<file path="src/rtl/mrfb_ring_table.sv">
`default_nettype none

// per-ring head, tail and count; entries read as zero until first written
module mrfb_ring_table #(
    parameter int NUM_RINGS = 8,
    parameter int RING_W    = 3,
    parameter int ENTRY_W   = 18
) (
    input  wire logic                i_clk,
    input  wire logic                i_rst_n,
    input  wire logic [RING_W-1:0]   i_rd_addr,
    output logic      [ENTRY_W-1:0]  o_rd_data,
    input  wire logic                i_wr_en,
    input  wire logic [RING_W-1:0]   i_wr_addr,
    input  wire logic [ENTRY_W-1:0]  i_wr_data
);

    logic [ENTRY_W-1:0]   r_mem [NUM_RINGS];
    logic [NUM_RINGS-1:0] r_valid;
    logic [ENTRY_W-1:0]   r_rd_data;

    always_ff @(posedge i_clk) begin
        if (!i_rst_n) begin
            r_valid <= '0;
        end else if (i_wr_en) begin
            r_valid[i_wr_addr] <= 1'b1;
        end
    end

    always_ff @(posedge i_clk) begin
        if (i_wr_en) begin
            r_mem[i_wr_addr] <= i_wr_data;
        end
    end

    // write data is forwarded when the same entry is read in that cycle
    always_ff @(posedge i_clk) begin
        if (i_wr_en && (i_wr_addr == i_rd_addr)) begin
            r_rd_data <= i_wr_data;
        end else if (r_valid[i_rd_addr]) begin
            r_rd_data <= r_mem[i_rd_addr];
        end else begin
            r_rd_data <= '0;
        end
    end

    assign o_rd_data = r_rd_data;

endmodule

`default_nettype wire

</file>
<file path="config.mk">
export PLATFORM = sky130hd
export DESIGN_NAME = mrfb_ring_table
export DESIGN_NICKNAME = d
export VERILOG_FILES = /design/src/rtl/mrfb_ring_table.sv
export SDC_FILE = /design/constraint.sdc
export NUM_CORES = 1
export LEC_CHECK = 0
export ABC_AREA = 1
export BUFFER_PORTS_ARGS = -buffer_cell sky130_fd_sc_hd__buf_4
export CORE_MARGIN = 10
export CORE_UTILIZATION = 60
export DETAILED_ROUTE_END_ITERATION = 6
export MAX_ROUTING_LAYER = met4
export PLACE_DENSITY_LB_ADDON = 0.08
export SLEW_MARGIN = 40
export SYNTH_ARGS = -nofsm -noshare
export SYNTH_HDL_FRONTEND = slang
export SYNTH_SLANG_ARGS = --single-unit
</file>
<file path="constraint.sdc">
create_clock -name i_clk -period 1.8 [get_ports i_clk]
set_clock_uncertainty 0.05 [all_clocks]
set_input_delay 0.09 -clock i_clk [delete_from_list [all_inputs] [get_ports i_clk]]
set_output_delay 0.09 -clock i_clk [all_outputs]
set_load 0.01 [all_outputs]
</file>
==> summary.md, run 1 <==
| Metric | Value |
|---|---|
| Status | completed |
| Vias in the first global route | 5257 |
| CTS sink cnt | 170 |
| Slew HR | 0.661 |
| TritonCTS clock tree | done |
| Worst-path clk slew | 0.07 ns |
| Reg2Reg Setup Slack | 0.53 ns |
| Worst Setup Start Kind | flop |
| Footprint of the multi-input gates | 1790 µm² |
| Final Critical Period | 1.27 ns |
| WL/cell | 16.1 µm |
| Via/cell ratio | 5.01 |
| Worst skew pair latency | 0.42 ns |
| Final Max Slew Viols | 0 |
| Min-delay worst type | input pin to flop |
| Initial Utilization | 0.616 |
| Slew @ Worst Pin | 0.508 ns |
| CP bufs+invs | 1 |
| Flops & latches, synth | 170 |
| Critical Path RT | 2.12 ns |
| Syn Std Cell Area | 7460 µm² |
| Power Dens Cells | 1000 nW/µm² |
| Max-Cap Viols | 0 |
| Io pins | 45 |
| CTS HTree Levels | 4 |
| Ant diodes | 0 |
| Final-report hold violation count | 0 |
| Tcrit/Tclk final | 0.706 |
| Top cell by count, worst path | nand2_1 |
| TNS Setup | 0 ns |
| Seq/Total Area, Yosys | 0.650 |
| First-pass GRT wire length | 27.2 mm |
| Crit path max-delay family | simple AND/OR/NAND/NOR gates |
| Total gr overflow | 0 |
| DRT Pass-1 Iters | 5 |
| CP Max Fanout | 18 |
| Total GRT Usage | 0.203 |
| Largest net degree at the start of global routing | 45 |
| Crit path depth | 8 |
| Synth area leader | edfxtp_1 |
| Detail Route Antenna Nets | 0 |
| Fill count | 886 |
| Highest Clock Rate | 0.787 GHz |
| Final setup viols | 0 |
| Placer congestion estimate | 0.794 |
| Crit path DAT | 1.59 ns |
| Final #Nets | 874 |
| Antenna violations before repair | 0 |
| # rows | 40 |
| Inserted Clock Buffers | 17 |
| WS Path Type | flop to flop |
| Crit-path cells | inv_1 -> nand2_1 -> nand3_1 -> nand2_1 -> nand2_1 -> nand2_4 -> nand3_1 -> nand2_1 |
| Area Growth Syn to Fin | 16.6% |
| RSZ-0062 raised after global routing | no |
| Port bufs | 44 |
| Layout cells sized above 1 | 0.141 |
| Iter 0 DRT Violations | 524 |
| Fin area | 8700 µm² |
| Sequential cell area | 4840 µm² |
| Reg2Reg Depth | 8 |
| Drt drc | 0 |
| Syn Nets | 805 |
| Syn_area_per_cell | 9.58 µm² |
| WHS Path Cells | 5 |
| Clock buffer depth | 2 |
| Yosys warnings | 0 |
| Die width | 131 µm |
| Slowest CP cell | dfxtp_1 |
| Setup crit end kind | flop |
| Synth Instances | 778 |
| Slowest stage delay, CP | 0.34 ns |
| Top-area cell type share of the netlist area | 0.580 |
| Placed cell area | 7930 µm² |
| DP HPWL | 9.02 mm |
| Via count | 5155 |
| Die ar. | 17300 µm² |
| Post-cts sizing count | 0 |
| Dominant cells by area after synthesis | edfxtp_1 58%, nand2_1 14%, inv_1 8.0% |
| Yosys cell types | 18 |
| Core Footprint | 12100 µm² |
| CTS Root Cell | clkbuf_16 |
| Die Y-Extent | 131 µm |
| DRT Wirelength | 16.6 mm |
| Worst vdd ir | 0.000793 V |
| Cell leakage power | 0.00407 µW |
## worst paths after layout
| kind | endpoint | start |
|---|---|---|
| setup reg to reg | o_rd_data[1] | r_valid[7] |
| setup / recovery | o_rd_data[1] | r_valid[7] |
| hold / removal | r_mem[1][14] | i_wr_addr[2] |
| hold reg to reg | r_valid[2] | r_valid[2] |
## logic make-up (layout without fill, tap and decap cells)
family	Yosys count	in the layout	share of synthesized area
XOR/XNOR	1	1	0.00117
AO/OA/AOI/OAI	2	2	0.00235
flip-flops	170	170	0.650
AND/OR/NAND/NOR	412	412	0.234
buffers and inverters	193	275	0.112
## metal layers
layer  vias up  GRT usage  share of wire
li1       2544          -              -
met2       171      0.330           0.50
met5         -          -              0
met3        33     0.0396          0.056
met1      2407      0.245           0.42
met4         0     0.0859          0.022
## area by class of cell
cell class              instances  share of cell area
flip-flops and latches        170               0.557
clock inverters                14              0.0170
multi-input cells             415               0.206
clock buffers                  18              0.0493
inverters                     161              0.0701
well taps                     168              0.0242
repair buffers                 82              0.0762
## registers in the layout, indices dropped and copies added (netlist names)
name / flops
r_valid: 8
r_mem: 144
o_rd_data: 18
## stage by stage
| stage | utilization | setup slack, ns | power (µW) | std cells | hold slack [ns] |
|---|---|---|---|---|---|
| global route | 0.718 | 0.418 | 9010 | 1028 | 0.243 |
| global placement | 0.655 | 0.437 | 5210 | 977 | 0.281 |
| CTS | 0.718 | 0.535 | 8750 | 1028 | 0.218 |
| finish | 0.718 | 0.529 | 8730 | 1028 | 0.231 |
| floorplan | - | 0.287 | 4970 | 778 | 0.139 |
| detailed placement | 0.655 | 0.380 | 5230 | 977 | 0.286 |
## cells in the final DEF, fill, tap and decap left out
| cell type | n |
|---|---|
| nand2_1 | 286 |
| dlygate4sd3_1 | 19 |
| nand2_2 | 2 |
| nand3_2 | 11 |
| edfxtp_1 | 144 |
| clkinv_4 | 2 |
| clkinvlp_4 | 3 |
| nand3_1 | 83 |
| inv_1 | 159 |
| inv_6 | 2 |
| bufinv_16 | 2 |
| buf_4 | 63 |
| nor2_2 | 8 |
| a21oi_2 | 1 |
| dfxtp_1 | 26 |
| clkinv_1 | 1 |
| nand2_4 | 3 |
| inv_8 | 1 |
| inv_4 | 2 |
| xor2_1 | 1 |
| o21ai_2 | 1 |
| clkinv_2 | 3 |
| clkbuf_1 | 1 |
| nor2_1 | 19 |
| clkbuf_16 | 17 |
## Yosys cell counts
cell type and n:
a21oi_2 1, buf_12 1, buf_2 17, buf_4 7, buf_6 6, clkbuf_1 1
dfxtp_1 26, edfxtp_1 144, inv_1 159, inv_4 2, nand2_1 286, nand2_2 2
nand2_4 3, nand3_1 83, nand3_2 11, nor2_1 27, o21ai_2 1, xor2_1 1
## report_power, final
part / switching [µW] / total (µW) / internal (µW)
Clock: 1490 / 3540 / 2050
Combinational: 467 / 728 / 261
Sequential: 40.9 / 4460 / 4420
Total: 2000 / 8730 / 6730
## timing repair
action | 4_1_cts | 5_1_grt
hold buffers | 19 | 0
endpoints found under the hold margin | 170 | 0
buffers inserted | 0 | 0
## worst register-to-register path: stages (launching register included)
cell and delay (ns):
dfxtp_1 0.34, inv_1 0.04, nand2_1 0.06, nand3_1 0.07, nand2_1 0.07, nand2_1 0.08
nand2_4 0.29, nand3_1 0.15, nand2_1 0.08
Power figures use the tool's default switching activity.
==> inputs of run 2 (changes only) <==
--- a/config.mk
+++ b/config.mk
@@ -5,10 +5,10 @@
 export SDC_FILE = /design/constraint.sdc
 export NUM_CORES = 1
 export LEC_CHECK = 0
-export ABC_AREA = 1
+export ABC_AREA = 0
 export BUFFER_PORTS_ARGS = -buffer_cell sky130_fd_sc_hd__buf_4
 export CORE_MARGIN = 10
-export CORE_UTILIZATION = 60
+export CORE_UTILIZATION = 53
 export DETAILED_ROUTE_END_ITERATION = 6
 export MAX_ROUTING_LAYER = met4
 export PLACE_DENSITY_LB_ADDON = 0.08
==> constraint.sdc (replaced) <==
create_clock -name i_clk -period 1.1 [get_ports i_clk]
set_clock_uncertainty 0.05 [all_clocks]
set_input_delay 0.055 -clock i_clk [delete_from_list [all_inputs] [get_ports i_clk]]
set_output_delay 0.055 -clock i_clk [all_outputs]
set_load 0.01 [all_outputs]
==> summary.md, run 2 <==
| Metric | Value |
|---|---|
| Worst Setup Start Kind | flop |
| Slew @ Worst Pin | 0.369 ns (-0.139 ns) |
| Final Critical Period | 1.59 ns (+0.318 ns) |
| Layout cells sized above 1 | 0.411 (+0.270) |
| Total GRT Usage | 0.160 (-0.0437) |
| Via count | 3141 (-39%) |
| First-pass GRT wire length | 18.8 mm (-31%) |
| Hold WS | 0.188 ns (-0.0429 ns) |
| WS Path Type | flop to flop |
| Die Y-Extent | 130 µm (-1.5%) |
| Detail Route Antenna Nets | 0 (unchanged) |
| Final setup viols | 18 (+18) |
| Final #Nets | 433 (-50%) |
| Worst setup margin | -0.489 ns (-1.02 ns) |
| Initial Utilization | 0.549 (-0.0661) |
| CP bufs+invs | 1 (unchanged) |
| Area Growth Syn to Fin | 26.5% |
| Antenna violations before repair | 0 (unchanged) |
| Syn Nets | 335 (-58%) |
| Post-CTS Setup Inserts | 0 (unchanged) |
| Flops & latches, synth | 170 (unchanged) |
| Slowest CP cell | or4_4 |
| Slew HR | 0.747 (+0.0860) |
| Min-delay worst type | input pin to flop |
| Ant diodes | 0 (unchanged) |
| Status | complete, but fails checks |
| Iter 0 DRT Violations | 309 (-41%) |
| Via/cell ratio | 5.59 (+11%) |
| Critical Path RT | 1.40 ns (-0.72 ns) |
| Ys async rst share | 0 (unchanged) |
| Inserted Clock Buffers | 17 (unchanged) |
| Worst skew pair latency | 0.42 ns (about the same) |
| Largest register FFs | 144 (unchanged) |
| Routed met3 length | 560 µm (-40%) |
| Worst vdd ir | 0.00134 V (+70%) |
| Dominant cells by area after synthesis | edfxtp_1 68%, mux4_2 13%, dfxtp_1 8.2% |
| Yosys warnings | 0 (unchanged) |
| Synth area leader | edfxtp_1 |
| Final-report hold violation count | 0 (unchanged) |
| Core Footprint | 11600 µm² (-4.5%) |
| Crit path max-delay family | simple AND/OR/NAND/NOR gates |
| Cell leakage power | 0.00279 µW (-31%) |
| Most frequent cells in the layout | 144 x edfxtp_1, 62 x buf_4, 37 x mux4_2 |
| Most common cell after layout, fill and taps aside | edfxtp_1 |
| Crit path DAT | 1.89 ns (+0.30 ns) |
| Final core utilization | 0.695 (-0.0229) |
| DRT Pass-1 Iters | 4 (-1) |
| DRT Wirelength | 12.2 mm (-26%) |
| Die ar. | 16800 µm² (-3.0%) |
| Vias in the first global route | 3336 (-37%) |
| Yosys cell types | 24 (+6) |
| Placer congestion estimate | 0.755 (-4.9%) |
| Violated checks | negative setup slack |
| Top routing layer in use | met4 |
| WL/cell | 21.8 µm (+35%) |
| # rows | 39 (-2.5%) |
| Largest net degree at the start of global routing | 23 (-49%) |
| Slowest stage delay, CP | 0.54 ns (+0.20 ns) |
| Tcrit/Tclk final | 1.44 (+0.739) |
| CP Max Fanout | 18 (unchanged) |
| CTS sink cnt | 170 (unchanged) |
| Power Dens Cells | 1750 nW/µm² (+74%) |
| Total gr overflow | 0 (unchanged) |
| Drt drc | 0 (unchanged) |
| RSZ-0062 raised after global routing | yes |
| Met2 WL post-DR | 6.17 mm (-25%) |
| DP HPWL | 7.58 mm (-16%) |
| Wl on met1 | 5.41 mm (-23%) |
| Syn_area_per_cell | 20.6 µm² (+120%) |
| Crit-path cells | mux4_2 -> nor2b_1 -> or4_4 -> buf_12 -> o21ai_1 |
| Port bufs | 44 (unchanged) |
| Max-Cap Viols | 0 (unchanged) |
| Seq/Total Area, Yosys | 0.762 (+0.113) |
| Post-synth EDFFs | 144 (unchanged) |
| Syn Std Cell Area | 6350 µm² (-15%) |
| Die width | 130 µm (-1.5%) |
| Ys flop type | edfxtp_1 |
| Count leader, synth | edfxtp_1 |
| Largest Register | r_mem |
| Setup crit end kind | flop |
| CTS HTree Levels | 4 (unchanged) |
| Clock buffer depth | 2 (unchanged) |
| Commonest cells post-synth | 144 x edfxtp_1, 37 x mux4_2, 26 x dfxtp_1 |
| Top-area cell type share of the netlist area | 0.680 (+0.100) |
| Io pins | 45 (unchanged) |
| TritonCTS clock tree | done |
| Final Max Slew Viols | 0 (unchanged) |
| CTS Root Cell | clkbuf_16 |
| Worst-path clk slew | 0.06 ns (about the same) |
| Highest Clock Rate | 0.629 GHz (-20%) |
| Synth Instances | 308 (-60%) |
run 2: changes by cell type after synthesis, sizes merged, moves of 3 or more:
cell and change:
clkbuf +5, nor2 -21, nand3 -94, o21a +8, inv -161, mux4 +37
mux2i +18, buf -21, xnor2 +3, nand2 -271, o21ai +17
run 2: cells by family (layout without fill, tap and decap cells):
group | count (synthesis) | in the layout | share of synthesized area
buf+inv | 16 | 127 | 0.0146
xor+xnor | 3 | 3 | 0.00414
simple gates | 36 | 36 | 0.0268
flops | 170 | 170 | 0.762
mux | 56 | 56 | 0.161
compound gates | 27 | 27 | 0.0309
run 2: area by class of cell:
type	instances	area (µm²)
sequential	170	4850
fill	738	3520
tap	143	179
timing repair buffer	95	936
clock buffer	20	457
multi-input combinational	122	1500
clock inverter	12	115
run 2: metal layers:
metal / GRT usage / vias up
met5: - / -
met4: 0.0569 / 0
met1: 0.202 / 1622
li1: - / 1433
met2: 0.241 / 78
met3: 0.0498 / 8
run 2: worst reg2reg max path, stage by stage, from the launching register on:
cell     delay (ns)
dfxtp_2        0.33
mux4_2         0.22
nor2b_1        0.05
or4_4          0.54
buf_12         0.19
o21ai_1        0.15
run 2: worst paths after layout:
check | startpoint | endpoint | slack (ns) | depth (start not counted)
min | i_wr_addr[2] | r_mem[1][11] | 0.19 | 4
min reg2reg | r_valid[6] | r_valid[6] | 0.41 | 1
max reg2reg | r_valid[4] | o_rd_data[3] | -0.49 | 5
max | r_valid[4] | o_rd_data[3] | -0.49 | 5
run 2: metrics by stage:
step	instance area, µm²	setup WS [ns]	power [µW]	setup TNS (ns)	instances
after floorplan	6450	-0.457	7980	-10.04	308
after global placement	7270	-0.465	8450	-26.03	511
after detailed placement	7270	-0.557	8480	-28.48	511
after CTS	8040	-0.502	14200	-8.37	562
after global routing	8040	-0.540	14500	-9.08	562
final	8040	-0.489	14100	-8.28	562
run 2: what timing repair did:
item                                   4_1_cts  5_1_grt
hold buffers                                19        0
endpoints found under the hold margin      170        0
gates cloned                                 0        0
setup endpoints to repair                   18       18
gates resized for setup                      8        4
run 2: power breakdown:
group          switching, µW  total [µW]  internal (µW)  leakage (µW)
clock                   2420        5680           3260      0.000274
combinational            516        1070            559      0.000997
sequential              66.9        7310           7240       0.00152
total                   3000       14100          11100       0.00279
==> inputs of run 3 (changes only) <==
--- a/config.mk
+++ b/config.mk
@@ -5,10 +5,11 @@
 export SDC_FILE = /design/constraint.sdc
 export NUM_CORES = 1
 export LEC_CHECK = 0
-export ABC_AREA = 0
+export ABC_AREA = 1
 export BUFFER_PORTS_ARGS = -buffer_cell sky130_fd_sc_hd__buf_4
+export CAP_MARGIN = 20
 export CORE_MARGIN = 10
-export CORE_UTILIZATION = 53
+export CORE_UTILIZATION = 55
 export DETAILED_ROUTE_END_ITERATION = 6
 export MAX_ROUTING_LAYER = met4
 export PLACE_DENSITY_LB_ADDON = 0.08
==> summary.md, run 3 (synthesized netlist as in run 1, its figures left out) <==
| Metric | Value |
|---|---|
| Largest Register | r_mem |
| WS Path Type | flop to flop |
| CTS Root Cell | clkbuf_16 |
| Post-CTS Setup Inserts | 0 (unchanged) |
| Total power draw | 14700 µW (+4.4%) |
| TritonCTS clock tree | done |
| Setup crit end kind | flop |
| Initial Utilization | 0.563 (+0.0135) |
| WHS Path Cells | 6 (+2) |
| Worst setup margin | -0.108 ns (+0.382 ns) |
| Violated checks | negative setup slack |
| Cell leakage power | 0.00425 µW (+52%) |
| Layout cells sized above 1 | 0.176 (-0.234) |
| Reg2Reg Setup Slack | -0.11 ns (+0.38 ns) |
| Final-report hold violation count | 0 (unchanged) |
| Area Growth Syn to Fin | 22.6% |
| DP HPWL | 9.76 mm (+29%) |
| First-pass GRT wire length | 26.4 mm (+40%) |
| Worst-path clk slew | 0.06 ns (about the same) |
| Highest Clock Rate | 0.828 GHz (+32%) |
| Via/cell ratio | 4.90 (-12%) |
| WL/cell | 16.0 µm (-26%) |
| Via count | 5142 (+64%) |
| Fill count | 1038 (+41%) |
| Detail Route Antenna Nets | 0 (unchanged) |
| Io pins | 45 (unchanged) |
| Status | complete, but fails checks |
| Worst Setup Start Kind | flop |
| Min-delay src | i_rd_addr[2] |
| Max-Cap Viols | 0 (unchanged) |
| Worst reg2reg startpoint | r_valid[3] |
| Iter 0 DRT Violations | 358 (+16%) |
| Die ar. | 18600 µm² (+11%) |
| Ant diodes | 0 (unchanged) |
| Drt drc | 0 (unchanged) |
| CTS HTree Levels | 4 (unchanged) |
| Tcrit/Tclk final | 1.10 (-0.347) |
| Final Max Slew Viols | 0 (unchanged) |
| Inserted Clock Buffers | 17 (unchanged) |
| Final #Nets | 888 (+110%) |
| Slew HR | 0.789 (+0.0416) |
| Core Footprint | 13200 µm² (+15%) |
| Antenna violations before repair | 0 (unchanged) |
| Crit path DAT | 1.53 ns (-0.36 ns) |
| Worst skew pair latency | 0.43 ns (about the same) |
| Port bufs | 44 (unchanged) |
| Final Critical Period | 1.21 ns (-0.382 ns) |
| Largest net degree at the start of global routing | 33 (+43%) |
| Slew @ Worst Pin | 0.317 ns (-0.0528 ns) |
| CTS sink cnt | 170 (unchanged) |
| # rows | 42 (+7.7%) |
| Reg2Reg Depth | 9 (+4) |
| Total gr overflow | 0 (unchanged) |
| Fin area | 9140 µm² (+14%) |
| Clock buffer depth | 2 (unchanged) |
| Placed cell area | 8260 µm² (+14%) |
| Sequential cell area | 4850 µm² (about the same) |
| WHS Endpoint | o_rd_data[16] |
| Largest register FFs | 144 (unchanged) |
| DRT Wirelength | 16.8 mm (+38%) |
| RSZ-0062 raised after global routing | yes |
| R2r endpoint | o_rd_data[17] |
| Most common cell after layout, fill and taps aside | nand2_1 |
| Worst vdd ir | 0.00134 V (-0.31%) |
| Final cell count without fillers | 1050 (+87%) |
| Total GRT Usage | 0.193 (+0.0330) |
| TNS Setup | -1.58 ns (+6.70 ns) |
| Placer congestion estimate | 0.832 (+10%) |
| Die Y-Extent | 136 µm (+5.4%) |
| Final setup viols | 18 (unchanged) |
| Placed Cells | 997 (+95%) |
| Critical Path RT | 1.43 ns (+0.03 ns) |
| DRT Pass-1 Iters | 6 (+2) |
| Vias in the first global route | 5108 (+53%) |
| Die width | 136 µm (+5.4%) |
| Min-delay worst type | input pin to flop |
| CP Max Fanout | 4 (-14) |
| Footprint of the multi-input gates | 1840 µm² (+22%) |
| Power Dens Cells | 1610 nW/µm² (-8.2%) |
| Most frequent cells in the layout | 281 x nand2_1, 156 x inv_1, 144 x edfxtp_1 |
run 3: worst max path at each step:
stage	startpoint	endpoint	slack (ns)	cells past startpoint
6_report	r_valid[3]	o_rd_data[17]	-0.11	9
5_1_grt	r_valid[0]	o_rd_data[17]	-0.17	9
4_1_cts	r_valid[7]	o_rd_data[4]	-0.05	9
3_5_place_dp	i_rd_addr[1]	o_rd_data[16]	-0.07	9
3_3_place_gp	i_rd_addr[1]	o_rd_data[16]	-0.06	9
2_1_floorplan	i_wr_addr[0]	r_mem[0][0]	-0.13	3
run 3: power breakdown:
part	switching, µW	total [µW]	leakage, µW	internal, µW
combinational	805	1370	0.00243	568
sequential	74.0	7310	0.00152	7230
clock	2380	6000	0.000298	3620
total	3260	14700	0.00425	11400
run 3: critical path: stages, from the launching register on:
cell and delay [ns]:
dfxtp_2 0.33, inv_1 0.04, nand2_2 0.06, nand3_2 0.08
nand2_2 0.08, nand2_2 0.07, nand2_4 0.15, clkbuf_16 0.18
nand3_2 0.05, nand2_1 0.06
run 3: layout make-up:
type	instances	area share
sequential	170	0.531
multi-input combinational	415	0.201
timing repair buffer	96	0.113
inverter	161	0.0667
clock buffer	20	0.0489
tap	176	0.0241
clock inverter	12	0.0160
run 3: what timing repair did:
action / in CTS / in global routing
gates cloned: 1 / 1
resized for setup: 8 / 12
pin swaps: 1 / 7
endpoints found under the hold margin: 170 / 0
endpoints found under the setup margin: 18 / 18
hold buffers: 19 / 0
run 3: per-stage QoR:
stage / util / hold slack [ns] / setup WS [ns]
floorplan: - / 0.104 / -0.129
global placement: 0.624 / 0.246 / -0.0563
detailed placement: 0.624 / 0.255 / -0.0676
CTS: 0.686 / 0.123 / -0.0529
global route: 0.690 / 0.159 / -0.169
finish: 0.690 / 0.134 / -0.108
run 3: per-layer routing:
metal	wire [µm]	up-vias	global-route usage
li1	-	2575	-
met1	7120	2379	0.230
met2	8350	160	0.313
met3	1040	28	0.0439
met4	326	0	0.0746
met5	0	-	-
