**src/rtl/mrfb_pkg.sv**
```systemverilog
`default_nettype none

package mrfb_pkg;

    typedef logic [1:0] t_func;

    localparam t_func FUNC_WRITE   = 2'd0;
    localparam t_func FUNC_READ    = 2'd1;
    localparam t_func FUNC_QUERY   = 2'd2;
    localparam t_func FUNC_ADVANCE = 2'd3;

    // item field widths
    localparam int RING_FW   = 3;
    localparam int OFFS_W    = 8;
    localparam int IDX_W     = 6;
    localparam int SAMPLE_FW = 32;
    localparam int S_TDATA_W = 56;
    localparam int M_TDATA_W = 48;

    // available count, saturating
    localparam int CNT_W = 8;
    localparam logic [CNT_W-1:0] CNT_MAX = 8'd255;

    // slot sums (slot + offset or slot + count) stay below 512
    localparam int NUM_W     = 9;
    localparam int MOD_SHIFT = 18;

    typedef logic [CNT_W-1:0] t_count;

endpackage

`default_nettype wire

```
**src/rtl/mrfb_mod_unit.sv**
```systemverilog
`default_nettype none

// two-stage reduction of a slot sum modulo FRAMES by reciprocal multiply
module mrfb_mod_unit #(
    parameter int FRAMES = 30,
    parameter int SLOT_W = 5
) (
    input  wire logic                          i_clk,
    input  wire logic [mrfb_pkg::NUM_W-1:0]    i_num,
    output logic      [SLOT_W-1:0]             o_rem
);

    localparam int NW     = mrfb_pkg::NUM_W;
    localparam int PROD_W = mrfb_pkg::NUM_W + mrfb_pkg::MOD_SHIFT;
    localparam int RECIP  = (2 ** mrfb_pkg::MOD_SHIFT + FRAMES - 1) / FRAMES;

    logic [PROD_W-1:0] w_prod;
    logic [NW-1:0]     w_diff;
    logic [NW-1:0]     r_num;
    logic [NW-1:0]     r_q;
    logic [SLOT_W-1:0] r_rem;

    // quotient is exact for every sum below 512
    assign w_prod = PROD_W'(i_num) * PROD_W'(RECIP);
    assign w_diff = r_num - r_q * NW'(FRAMES);

    always_ff @(posedge i_clk) begin
        r_num <= i_num;
        r_q   <= NW'(w_prod >> mrfb_pkg::MOD_SHIFT);
        r_rem <= SLOT_W'(w_diff);
    end

    assign o_rem = r_rem;

endmodule

`default_nettype wire

```
**config.mk**
```make
export PLATFORM = sky130hd
export DESIGN_NAME = mrfb_mod_unit
export DESIGN_NICKNAME = d
export VERILOG_FILES = /design/src/rtl/mrfb_pkg.sv /design/src/rtl/mrfb_mod_unit.sv
export SDC_FILE = /design/constraint.sdc
export NUM_CORES = 1
export LEC_CHECK = 0
export BUFFER_PORTS_ARGS = -buffer_cell sky130_fd_sc_hd__buf_2
export CELL_PAD_IN_SITES_DETAIL_PLACEMENT = 0
export CELL_PAD_IN_SITES_GLOBAL_PLACEMENT = 2
export CORE_MARGIN = 1.5
export CORE_UTILIZATION = 43
export CTS_BUF_LIST = sky130_fd_sc_hd__clkbuf_4
export DETAILED_ROUTE_END_ITERATION = 8
export PLACE_DENSITY_LB_ADDON = 0.1
export SETUP_SLACK_MARGIN = 0.05
export SYNTH_ARGS = -nofsm -noshare
export SYNTH_HDL_FRONTEND = slang
export SYNTH_SLANG_ARGS = --single-unit
```
**constraint.sdc**
```tcl
create_clock -name i_clk -period 7.1 [get_ports i_clk]
set_clock_uncertainty 0.2 [all_clocks]
set_input_delay 0.355 -clock i_clk [delete_from_list [all_inputs] [get_ports i_clk]]
set_output_delay 0.355 -clock i_clk [all_outputs]
set_load 0.02 [all_outputs]
```
==> results of run 1 <==
==> stage by stage <==
stage / instances / hold WS, ns
floorplan: 149 / 0.110
global placement: 209 / 0.115
detailed placement: 209 / 0.115
CTS: 213 / 0.0706
global route: 213 / 0.0669
finish: 213 / 0.0840
==> power groups by stage <==
stage	Clock [mW]	Sequential (mW)	Combinational, mW
detailed placement	0	0.105	0.224
floorplan	0	0.120	0.156
global route	0.0508	0.105	0.256
CTS	0.0460	0.103	0.226
global placement	0	0.105	0.218
finish	0.0429	0.103	0.220
==> synth_stat cells (2+ instances only) <==
cell                       number
sky130_fd_sc_hd__nand3_1        5
sky130_fd_sc_hd__fa_1          10
sky130_fd_sc_hd__inv_1         26
sky130_fd_sc_hd__o31ai_2        2
sky130_fd_sc_hd__ha_1          45
sky130_fd_sc_hd__o21ai_0        2
sky130_fd_sc_hd__nor2_1         4
sky130_fd_sc_hd__a21o_1         3
sky130_fd_sc_hd__or2_2          2
sky130_fd_sc_hd__nor3_1         2
sky130_fd_sc_hd__nand2_1        2
sky130_fd_sc_hd__dfxtp_1       14
sky130_fd_sc_hd__o211ai_1       2
sky130_fd_sc_hd__a21oi_1        6
sky130_fd_sc_hd__xnor2_1        9
sky130_fd_sc_hd__nand4_1        2
sky130_fd_sc_hd__o21a_1         2
==> worst max path at each step <==
| stage | start | to | slack [ns] | cells after the start |
|---|---|---|---|---|
| finish | i_num[7] | r_q[3]$_DFF_P_ | 3.91 | 12 |
| global route | i_num[7] | r_q[0]$_DFF_P_ | 3.74 | 12 |
| global placement | i_num[7] | r_q[3]$_DFF_P_ | 3.66 | 12 |
| CTS | i_num[7] | r_q[3]$_DFF_P_ | 3.88 | 12 |
| floorplan | i_num[6] | r_q[3]$_DFF_P_ | 3.92 | 11 |
| detailed placement | i_num[7] | r_q[3]$_DFF_P_ | 3.59 | 12 |
==> cells in the final DEF (no fill, tap or decap) <==
| cell | instances |
|---|---|
| sky130_fd_sc_hd__a21o_1 | 3 |
| sky130_fd_sc_hd__xnor2_1 | 9 |
| sky130_fd_sc_hd__nand2b_1 | 1 |
| sky130_fd_sc_hd__o21ai_0 | 2 |
| sky130_fd_sc_hd__o31ai_2 | 2 |
| sky130_fd_sc_hd__a211oi_2 | 1 |
| sky130_fd_sc_hd__nand4_1 | 2 |
| sky130_fd_sc_hd__inv_1 | 26 |
| sky130_fd_sc_hd__fa_1 | 10 |
| sky130_fd_sc_hd__nor4b_2 | 1 |
| sky130_fd_sc_hd__nand3b_1 | 1 |
| sky130_fd_sc_hd__a21boi_0 | 1 |
| sky130_fd_sc_hd__o211ai_1 | 2 |
| sky130_fd_sc_hd__clkinv_1 | 1 |
| sky130_fd_sc_hd__a31oi_1 | 1 |
| sky130_fd_sc_hd__nand3_1 | 5 |
| sky130_fd_sc_hd__clkbuf_4 | 3 |
| sky130_fd_sc_hd__or2_2 | 2 |
| sky130_fd_sc_hd__o21a_1 | 2 |
| sky130_fd_sc_hd__nor2b_1 | 1 |
| sky130_fd_sc_hd__nor2_1 | 4 |
| sky130_fd_sc_hd__ha_1 | 45 |
| sky130_fd_sc_hd__and4_4 | 1 |
| sky130_fd_sc_hd__a21oi_1 | 6 |
| sky130_fd_sc_hd__a221oi_2 | 1 |
| sky130_fd_sc_hd__nand2_1 | 2 |
| sky130_fd_sc_hd__a31o_2 | 1 |
| sky130_fd_sc_hd__buf_2 | 14 |
| sky130_fd_sc_hd__xor2_1 | 1 |
| sky130_fd_sc_hd__dfxtp_1 | 14 |
| sky130_fd_sc_hd__nor3_1 | 2 |
==> flip-flops by register name (all words and copies together) (netlist names) <==
name / count
r_q: 4
o_rem: 5
r_num: 5
==> area by class of cell <==
cell class	count	share of cell area (%)
tap	46	3.43
multi-input combinational	109	68.3
clock inverter	1	0.224
inverter	26	5.81
sequential	14	16.7
timing repair buffer	14	4.17
clock buffer	3	1.34
==> kinds of logic after synthesis <==
logic type / after synthesis
adders and majority gates: 55
buffers and inverters: 26
AOI/OAI and AO/OA: 22
and+or+nand+nor: 22
DFF: 14
xor gates and xnor gates: 10
==> routing by layer <==
layer  part of all wire (%)  GRT usage (%)  vias to the layer above
met2                     55           33.1                       11
li1                       -              -                      553
met4                   0.46           3.33                        0
met3                    1.3           2.70                        2
met5                      0              0                        -
met1                     43           20.2                      496
==> impl_metrics.csv, run 1 <==
group,metric,value,unit
sta,timing.fmax,0.313,GHz
yosys,synth_edf_count,0,
min_path,worstHoldPathType,"in2reg",
yosys,yosysUniqueCellTypes,28,
yosys,yosysTopAreaCell,"sky130_fd_sc_hd__ha_1",
min_path,holdCritStartpoint,"i_num[2]",
grt,wire_length_of_the_first_global_routing_pass,5.33,mm
cells_and_area,final_util,49.9,%
sta,final_setup_violating_endpoints,0,
drt,first_pass_iters,4,
drt,detail_route.vias_per_cell,4.99,
power_and_ir_drop,total_switching_power,146,uW
power_and_ir_drop,cellPowerDensity,218,mW/mm2
clock_tree,post_cts_resized,0,
sta,worst_slack,3.91,ns
sta,final-hold-violation-count,0,
power_and_ir_drop,p_leak,0.867,nW
grt,grt_pass1_vias,1153,
cells_and_area,design.final.nets,233,
yosys,synth-warning-count,0,
placed_design,place_ws,3.59,ns
power_and_ir_drop,p_total,366,uW
min_path,worst_hold_path.endpoint,"r_num[2]$_DFF_P_",
worst_setup_path,worstSetupPathType,"in2reg",
cells_and_area,areaGrowthSynthToFinish,10.1,%
placed_design,gp_routability_congestion,0.791,
worst_setup_path,critPathArrivalTime,3.20,ns
cells_and_area,sequential_cell_area,280,um2
yosys,synth-adder-area-share,50.0,%
clock_tree,ctsHoldBuffers,0,
clock_tree,clk_path_buf_depth,2,
die,initial_core_util,45.3,%
cells_and_area,num_antenna_cells,0,
sta,fin_tns_setup,0,ns
die,io_pins,15,
sta,timing.final.crit_period,3.19,ns
cells_and_area,fillCellCount,364,
drt,count_of_routing_violations_after_the_opening_detailed_route_iteration,24,
clock_tree,clk-insertion-delay-late,0.27,ns
grt,grt_antenna_before_repair,0,
worst_setup_path,end_kind,"register",
yosys,post_synth_xor_area_fraction,5.74,%
sta,grt_setup_unrepaired,"no",
worst_setup_path,regToRegEndpoint,"o_rem[4]$_DFF_P_",
drt,route.antenna.remaining_nets,0,
worst_setup_path,critical_path.reg2reg.startpoint,"r_q[0]$_DFF_P_",
power_and_ir_drop,power.combinational.fraction,60.2,%
run_status,run_status,"completed",
placed_design,dp_hpwl,2.54,mm
worst_setup_path,setup.reg_to_reg.worst_slack,4.98,ns
sta,drv_slew,0,
yosys,synth_compound_area_share,11.0,%
grt,grt_remaining_overflow,0,
drt,dr_total_vias,1062,
die,core_region_area,0.00336,mm2
yosys,synthDominantCellAreaShare,36.9,%
clock_tree,clkSlewWorstSetupHoldPaths,0.07,ns
clock_tree,h-tree-depth,1,
yosys,ys.flop_type,"sky130_fd_sc_hd__dfxtp_1",
yosys,synth.yosys.seq_area_share,18.4,%
yosys,ys_top_cells_by_area,"sky130_fd_sc_hd__ha_1 37%, sky130_fd_sc_hd__dfxtp_1 18%, sky130_fd_sc_hd__fa_1 13%",
yosys,syn_area,0.00153,mm2
drt,wl_per_cell,13.3,um
clock_tree,cts_inserted_buffers,3,
power_and_ir_drop,share_clk_of_total_power,11.7,%
clock_tree,cts.root.buffer_cell,"sky130_fd_sc_hd__clkbuf_4",
cells_and_area,multi_input_area,0.00115,mm2
placed_design,buffer_ports.inserted,14,
yosys,synthMuxAreaShare,0,%
worst_setup_path,crit_buf_inv,3,
power_and_ir_drop,ir_worst_vdd,0.0000734,V
clock_tree,tritoncts,"done",
worst_setup_path,max_fo_critical_path,5,
die,die_y,62.6,um
worst_setup_path,slowest_stage,"sky130_fd_sc_hd__fa_1",
drt,wl,2.83,mm
grt,grt_start_max_net_pins,9,
yosys,synthesis.instances,149,
die,floorplan.rows,21,
worst_setup_path,critical_path.cell_chain,"buf_2 > ha_1 > inv_1 > fa_1 > inv_1 > fa_1 > ha_1 > nor2b_1 > a221oi_2 > nor3_1 > o31ai_2 > xnor2_1",
sta,worst-slew-pin-transition,0.360,ns
yosys,synthesis.nets,214,
yosys,synth_simple_gate_area_share,8.45,%
grt,grt_resource_usage_total,17.3,%
clock_tree,clkSinkCount,14,
flow_run,max_cap_viol_count,0,
sta,layout_worst_path_cycle_share,45.0,%
cells_and_area,drive_gt1_share,15.6,%
worst_setup_path,slowest_delay,0.50,ns
yosys,largest_family_of_logic_cells_by_synthesized_area,"adder cells",
power_and_ir_drop,power.share.sequential,28.1,%
clock_tree,postCtsSetupRepairBufs,0,
min_path,cell_depth_of_the_worst_min_delay_path,1,
placed_design,detailed_place.area,0.00165,mm2
cells_and_area,fin_area,0.00168,mm2
worst_setup_path,critical_path.top_delay_family,"adder cells",
worst_setup_path,critPathLaunchType,"input pin",
worst_setup_path,cp_data_required_time,7.10,ns
die,full_die_area,0.00391,mm2
yosys,proportion_of_synthesized_flip_flops_having_asynchronous_set_or_reset,0,%
worst_setup_path,worst-r2r-cell-count,7,
die,chipWidth,62.6,um
yosys,synthesis.area_per_instance,10.2,um2
yosys,synth-seq-cells,14,
sta,tightest_slew_margin_relative_to_the_limit,75.8,%
drt,remaining_drc_errors,0,
power_and_ir_drop,p_int,219,uW
power_and_ir_drop,switching_share,40.0,%
Note: power is estimated with default switching activity, not from simulation.
==> inputs of run 2 (changes only) <==
--- a/config.mk
+++ b/config.mk
@@ -9,7 +9,7 @@
 export CELL_PAD_IN_SITES_DETAIL_PLACEMENT = 0
 export CELL_PAD_IN_SITES_GLOBAL_PLACEMENT = 2
 export CORE_MARGIN = 1.5
-export CORE_UTILIZATION = 43
+export CORE_UTILIZATION = 40
 export CTS_BUF_LIST = sky130_fd_sc_hd__clkbuf_4
 export DETAILED_ROUTE_END_ITERATION = 8
 export PLACE_DENSITY_LB_ADDON = 0.1
==> constraint.sdc (replaced) <==
create_clock -name i_clk -period 3 [get_ports i_clk]
set_clock_uncertainty 0.2 [all_clocks]
set_input_delay 0.15 -clock i_clk [delete_from_list [all_inputs] [get_ports i_clk]]
set_output_delay 0.15 -clock i_clk [all_outputs]
set_load 0.02 [all_outputs]
==> run 2 against run 1 <==
  * Total power increased to 2.6 times the previous value
  * Critical path depth unchanged
  * Utilization increased by 2.5 points
  * First-iteration DRC count decreased by 54%
  * Register-to-register slack got worse by 4.1 ns
  * Flip-flop and latch count unchanged
  * Final cell count increased by 10%
  * Sequential power increased by 140%
  * Critical path type unchanged
  * Largest cell class unchanged
==> impl_metrics.csv, run 2 (synthesized netlist as in run 1, its figures left out) <==
group,metric,value,unit
die,full_die_area,0.00419,mm2
die,chipWidth,64.8,um
sta,timing.final.crit_period,2.85,ns
clock_tree,clkSinkCount,14,
cells_and_area,drive_gt1_share,24.6,%
sta,timing.fmax,0.350,GHz
sta,layout_worst_path_cycle_share,95.2,%
clock_tree,h-tree-depth,1,
die,core_region_area,0.00366,mm2
worst_setup_path,critical_path.top_delay_family,"adder cells",
grt,grt_resource_usage_total,16.7,%
sta,drv_slew,0,
power_and_ir_drop,power.combinational.fraction,63.4,%
clock_tree,clk_path_buf_depth,2,
worst_setup_path,cp_data_required_time,3.00,ns
grt,wire_length_of_the_first_global_routing_pass,5.42,mm
clock_tree,clkSlewWorstSetupHoldPaths,0.07,ns
run_status,run_status,"completed",
placed_design,dp_hpwl,2.67,mm
min_path,worstHoldPathType,"in2reg",
sta,grt_setup_unrepaired,"yes",
cells_and_area,num_antenna_cells,0,
worst_setup_path,max_fo_critical_path,3,
worst_setup_path,critical_path.cell_chain,"buf_4 > ha_4 > inv_1 > fa_1 > inv_1 > fa_1 > ha_4 > nor2b_1 > a221oi_4 > nor3_1 > o31ai_2 > xnor2_1",
placed_design,detailed_place.area,0.00175,mm2
cells_and_area,mostFrequentLayoutCell,"sky130_fd_sc_hd__ha_1",
placed_design,buffer_ports.inserted,14,
drt,first_pass_iters,4,
grt,grt_antenna_before_repair,0,
cells_and_area,areaGrowthSynthToFinish,25.8,%
cells_and_area,fin_area,0.00192,mm2
power_and_ir_drop,p_int,565,uW
worst_setup_path,slowest_delay,0.53,ns
grt,grt_pass1_vias,1253,
clock_tree,cts_inserted_buffers,3,
cells_and_area,final_util,52.4,%
worst_setup_path,crit_buf_inv,3,
power_and_ir_drop,cellPowerDensity,491,mW/mm2
drt,route.antenna.remaining_nets,0,
sta,worst-slew-pin-transition,0.431,ns
worst_setup_path,end_kind,"register",
drt,count_of_routing_violations_after_the_opening_detailed_route_iteration,11,
power_and_ir_drop,switching_share,39.9,%
die,floorplan.rows,22,
power_and_ir_drop,ir_worst_vdd,0.000151,V
cells_and_area,mostFrequentLayoutCells,"42 x sky130_fd_sc_hd__ha_1, 25 x sky130_fd_sc_hd__inv_1, 15 x sky130_fd_sc_hd__buf_4, 14 x sky130_fd_sc_hd__dfxtp_1, 13 x sky130_fd_sc_hd__buf_2",
die,initial_core_util,41.7,%
worst_setup_path,worstSetupPathType,"in2reg",
cells_and_area,fillCellCount,339,
drt,wl,3.14,mm
grt,grt_start_max_net_pins,9,
drt,wl_per_cell,13.4,um
power_and_ir_drop,p_leak,0.965,nW
cells_and_area,design.final.nets,253,
clock_tree,cts.root.buffer_cell,"sky130_fd_sc_hd__clkbuf_4",
drt,dr_total_vias,1162,
power_and_ir_drop,total_switching_power,376,uW
worst_setup_path,critPathArrivalTime,2.86,ns
power_and_ir_drop,power.share.sequential,25.8,%
sta,final-hold-violation-count,0,
flow_run,max_cap_viol_count,0,
sta,tightest_slew_margin_relative_to_the_limit,71.3,%
worst_setup_path,slowest_stage,"sky130_fd_sc_hd__fa_1",
drt,detail_route.vias_per_cell,4.94,
die,die_y,64.8,um
placed_design,gp_routability_congestion,0.825,
power_and_ir_drop,share_clk_of_total_power,10.8,%
drt,remaining_drc_errors,0,
sta,final_setup_violating_endpoints,0,
die,io_pins,15,
worst_setup_path,critPathLaunchType,"input pin",
grt,grt_remaining_overflow,0,
clock_tree,clk-insertion-delay-late,0.27,ns
clock_tree,tritoncts,"done",
sta,hold_ws,0.0175,ns
[run 2: cell types whose count changed in the layout (fill, tap and decap cells not counted), moves of 3 or more]
cell	previous run	this run
sky130_fd_sc_hd__buf_4	0	15
sky130_fd_sc_hd__dlygate4sd3_1	0	5
sky130_fd_sc_hd__ha_1	45	42
sky130_fd_sc_hd__ha_4	0	3
[run 2: timing repair]
item	4_1_cts	5_1_grt
hold endpoints to repair	5	0
gates cloned	0	0
gates resized for setup	0	11
hold buffers	5	0
pin swaps	1	9
buffers inserted	0	2
setup endpoints to repair	1	4
[run 2: tightest hold or removal path: stages]
cell                      delay [ns]
sky130_fd_sc_hd__buf_2          0.12
sky130_fd_sc_hd__buf_4          0.11
sky130_fd_sc_hd__xnor2_1        0.06
[run 2: worst paths after layout]
path / from / endpoint / slack, ns / cells past startpoint
hold / removal: i_num[8] / r_q[3]$_DFF_P_ / 0.02 / 3
hold reg to reg: r_num[0]$_DFF_P_ / o_rem[0]$_DFF_P_ / 0.13 / 0
setup / recovery: i_num[6] / r_q[3]$_DFF_P_ / 0.15 / 12
setup reg to reg: r_q[0]$_DFF_P_ / o_rem[4]$_DFF_P_ / 0.90 / 7
[run 2: power by group through the flow]
stage	Sequential, mW	Combinational [mW]	Clock (mW)
detailed placement	0.247	0.556	0
CTS	0.243	0.566	0.107
floorplan	0.283	0.369	0
global route	0.247	0.680	0.113
global placement	0.248	0.545	0
finish	0.243	0.597	0.101
[run 2: stage by stage]
| step | worst slack (ns) | setup TNS [ns] | cells | power (mW) |
|---|---|---|---|---|
| after global placement | -0.177 | -0.645 | 224 | 0.793 |
| final | 0.145 | 0 | 235 | 0.941 |
| after floorplan | 0.0510 | 0 | 149 | 0.652 |
| after CTS | 0.0565 | 0 | 233 | 0.917 |
| after detailed placement | -0.238 | -0.874 | 224 | 0.804 |
| after global routing | 0.00321 | 0 | 235 | 1.04 |
[run 2: final cells by class]
class	instances	area, um2	share of cell area, %
clock inverter	1	3.75	0.196
tap	48	60.1	3.13
multi-input combinational	109	1210	63.3
sequential	14	280	14.6
inverter	26	97.6	5.09
timing repair buffer	34	239	12.5
clock buffer	3	22.5	1.17
[run 2: per-layer routing]
metal | part of all wire, % | global-route usage [%]
met2 | 52 | 31.4
met1 | 47 | 20.3
met5 | 0 | 0
met3 | 0.76 | 0.521
met4 | 0 | 5.32
==> inputs of run 3 (changes only) <==
--- a/config.mk
+++ b/config.mk
@@ -12,6 +12,7 @@
 export CORE_UTILIZATION = 40
 export CTS_BUF_LIST = sky130_fd_sc_hd__clkbuf_4
 export DETAILED_ROUTE_END_ITERATION = 8
+export GPL_TIMING_DRIVEN = 0
 export PLACE_DENSITY_LB_ADDON = 0.1
 export SETUP_SLACK_MARGIN = 0.05
 export SYNTH_ARGS = -nofsm -noshare
==> run 3 against run 2 <==
  * Register-to-register slack lost 0.03 ns
  * Sequential share of layout area grew 0.82 points
  * Wire length shrank 11%
  * Largest power group unchanged
==> impl_metrics.csv, run 3 (synthesized netlist as in run 1, its figures left out) <==
group,metric,value,unit
cells_and_area,final_util,49.6,%
grt,grt_antenna_before_repair,0,
grt,grt_remaining_overflow,0,
drt,wl,2.79,mm
worst_setup_path,end_kind,"register",
drt,wl_per_cell,12.6,um
sta,drv_slew,0,
power_and_ir_drop,share_clk_of_total_power,11.2,%
power_and_ir_drop,p_total,919,uW
worst_setup_path,cp_data_required_time,3.00,ns
die,chipWidth,64.8,um
run_status,run_status,"completed",
die,floorplan.rows,22,
cells_and_area,fillCellCount,359,
sta,worst-slew-pin-transition,0.364,ns
power_and_ir_drop,power.combinational.fraction,62.3,%
die,core_region_area,0.00366,mm2
cells_and_area,finalNonFillerCells,221,
die,full_die_area,0.00419,mm2
clock_tree,clk_path_buf_depth,2,
drt,first_pass_iters,4,
worst_setup_path,worstSetupPathType,"in2reg",
grt,wire_length_of_the_first_global_routing_pass,5.00,mm
power_and_ir_drop,switching_share,39.9,%
grt,grt_start_max_net_pins,9,
sta,timing.final.crit_period,2.87,ns
drt,route.antenna.remaining_nets,0,
clock_tree,clk-insertion-delay-late,0.27,ns
power_and_ir_drop,p_leak,0.905,nW
worst_setup_path,slowest_stage,"sky130_fd_sc_hd__fa_1",
min_path,worstHoldPathType,"in2reg",
power_and_ir_drop,total_switching_power,366,uW
clock_tree,cts_inserted_buffers,3,
cells_and_area,num_antenna_cells,0,
power_and_ir_drop,power.share.sequential,26.4,%
placed_design,dp_hpwl,2.38,mm
die,die_y,64.8,um
die,initial_core_util,41.7,%
worst_setup_path,critPathArrivalTime,2.88,ns
clock_tree,tritoncts,"done",
cells_and_area,mostFrequentLayoutCell,"sky130_fd_sc_hd__ha_1",
worst_setup_path,crit_buf_inv,3,
flow_run,max_cap_viol_count,0,
power_and_ir_drop,ir_worst_vdd,0.000163,V
clock_tree,h-tree-depth,1,
drt,dr_total_vias,1085,
cells_and_area,design.final.nets,239,
drt,count_of_routing_violations_after_the_opening_detailed_route_iteration,6,
worst_setup_path,critical_path.top_delay_family,"adder cells",
worst_setup_path,slowest_delay,0.52,ns
die,io_pins,15,
grt,grt_resource_usage_total,15.3,%
power_and_ir_drop,cellPowerDensity,506,mW/mm2
cells_and_area,areaGrowthSynthToFinish,19.1,%
drt,detail_route.vias_per_cell,4.91,
clock_tree,postCtsSetupRepairBufs,0,
placed_design,buffer_ports.inserted,14,
clock_tree,clkSlewWorstSetupHoldPaths,0.09,ns
sta,worst_slack,0.128,ns
sta,tightest_slew_margin_relative_to_the_limit,75.8,%
worst_setup_path,critPathLaunchType,"input pin",
placed_design,place_ws,-0.458,ns
sta,final-hold-violation-count,0,
clock_tree,cts.root.buffer_cell,"sky130_fd_sc_hd__clkbuf_4",
cells_and_area,mostFrequentLayoutCells,"43 x sky130_fd_sc_hd__ha_1, 24 x sky130_fd_sc_hd__inv_1, 14 x sky130_fd_sc_hd__dfxtp_1, 12 x sky130_fd_sc_hd__buf_2, 10 x sky130_fd_sc_hd__fa_1",
sta,grt_setup_unrepaired,"no",
drt,remaining_drc_errors,0,
sta,timing.fmax,0.348,GHz
sta,final_setup_violating_endpoints,0,
power_and_ir_drop,p_int,552,uW
placed_design,place.detailed.instances,211,
worst_setup_path,max_fo_critical_path,5,
grt,grt_pass1_vias,1129,
worst_setup_path,critical_path.cell_chain,"buf_6 > ha_4 > inv_2 > fa_1 > inv_1 > fa_1 > ha_4 > nor2b_4 > a221oi_4 > a211oi_2 > o31ai_2 > xnor2_1",
placed_design,gp_routability_congestion,0.716,
sta,layout_worst_path_cycle_share,95.7,%
cells_and_area,drive_gt1_share,19.1,%
clock_tree,clkSinkCount,14,
[run 3: stage by stage]
stage               instance area (um2)  hold slack (ns)  setup TNS, ns
finish                             1820           0.0821              0
global route                       1820            0.107              0
CTS                                1810           0.0827              0
detailed placement                 1660            0.113          -1.62
global placement                   1660            0.115          -1.58
floorplan                          1530          -0.0223              0
[run 3: timing repair]
action,4_1_cts,5_1_grt
hold buffers,6,0
setup endpoints to repair,4,4
pin swaps,9,3
hold endpoints to repair,6,0
gates resized for setup,11,4
[run 3: area by class of cell]
type,count,area [um2],share of cell area (%)
Tap cell,48,60.1,3.31
Multi-Input combinational cell,109,1210,66.6
Sequential cell,14,280,15.4
Clock inverter,1,3.75,0.207
Inverter,26,97.6,5.37
Timing Repair Buffer,20,143,7.85
Clock buffer,3,22.5,1.24
[run 3: layer usage]
metal / part of all wire (%) / up-vias / GRT usage, %
met5: 0 / - / 0
met3: 1.2 / 2 / 1.04
met4: 0.61 / 0 / 3.99
met2: 50 / 12 / 28.2
li1: - / 564 / -
met1: 48 / 507 / 19.2
[run 3: final timing paths]
path	start	cells past startpoint	slack (ns)	end
setup reg to reg	r_q[0]$_DFF_P_	7	0.87	o_rem[4]$_DFF_P_
hold / removal	i_num[7]	3	0.08	r_q[2]$_DFF_P_
hold reg to reg	r_num[0]$_DFF_P_	0	0.13	o_rem[0]$_DFF_P_
setup / recovery	i_num[7]	12	0.13	r_q[1]$_DFF_P_
[run 3: power by group through the flow]
stage          Combinational (mW)  Clock (mW)  Sequential, mW
2_1_floorplan               0.369           0           0.283
3_3_place_gp                0.517           0           0.248
3_5_place_dp                0.529           0           0.248
4_1_cts                     0.580       0.108           0.244
5_1_grt                     0.654       0.117           0.247
6_report                    0.573       0.103           0.243
[run 3: worst reg2reg max path, cell delays in order, from the launching register on]
cell	delay [ns]
sky130_fd_sc_hd__dfxtp_1	0.32
sky130_fd_sc_hd__ha_1	0.32
sky130_fd_sc_hd__ha_1	0.30
sky130_fd_sc_hd__ha_1	0.30
sky130_fd_sc_hd__inv_1	0.09
sky130_fd_sc_hd__ha_1	0.25
sky130_fd_sc_hd__a21oi_1	0.16
sky130_fd_sc_hd__xnor2_1	0.12
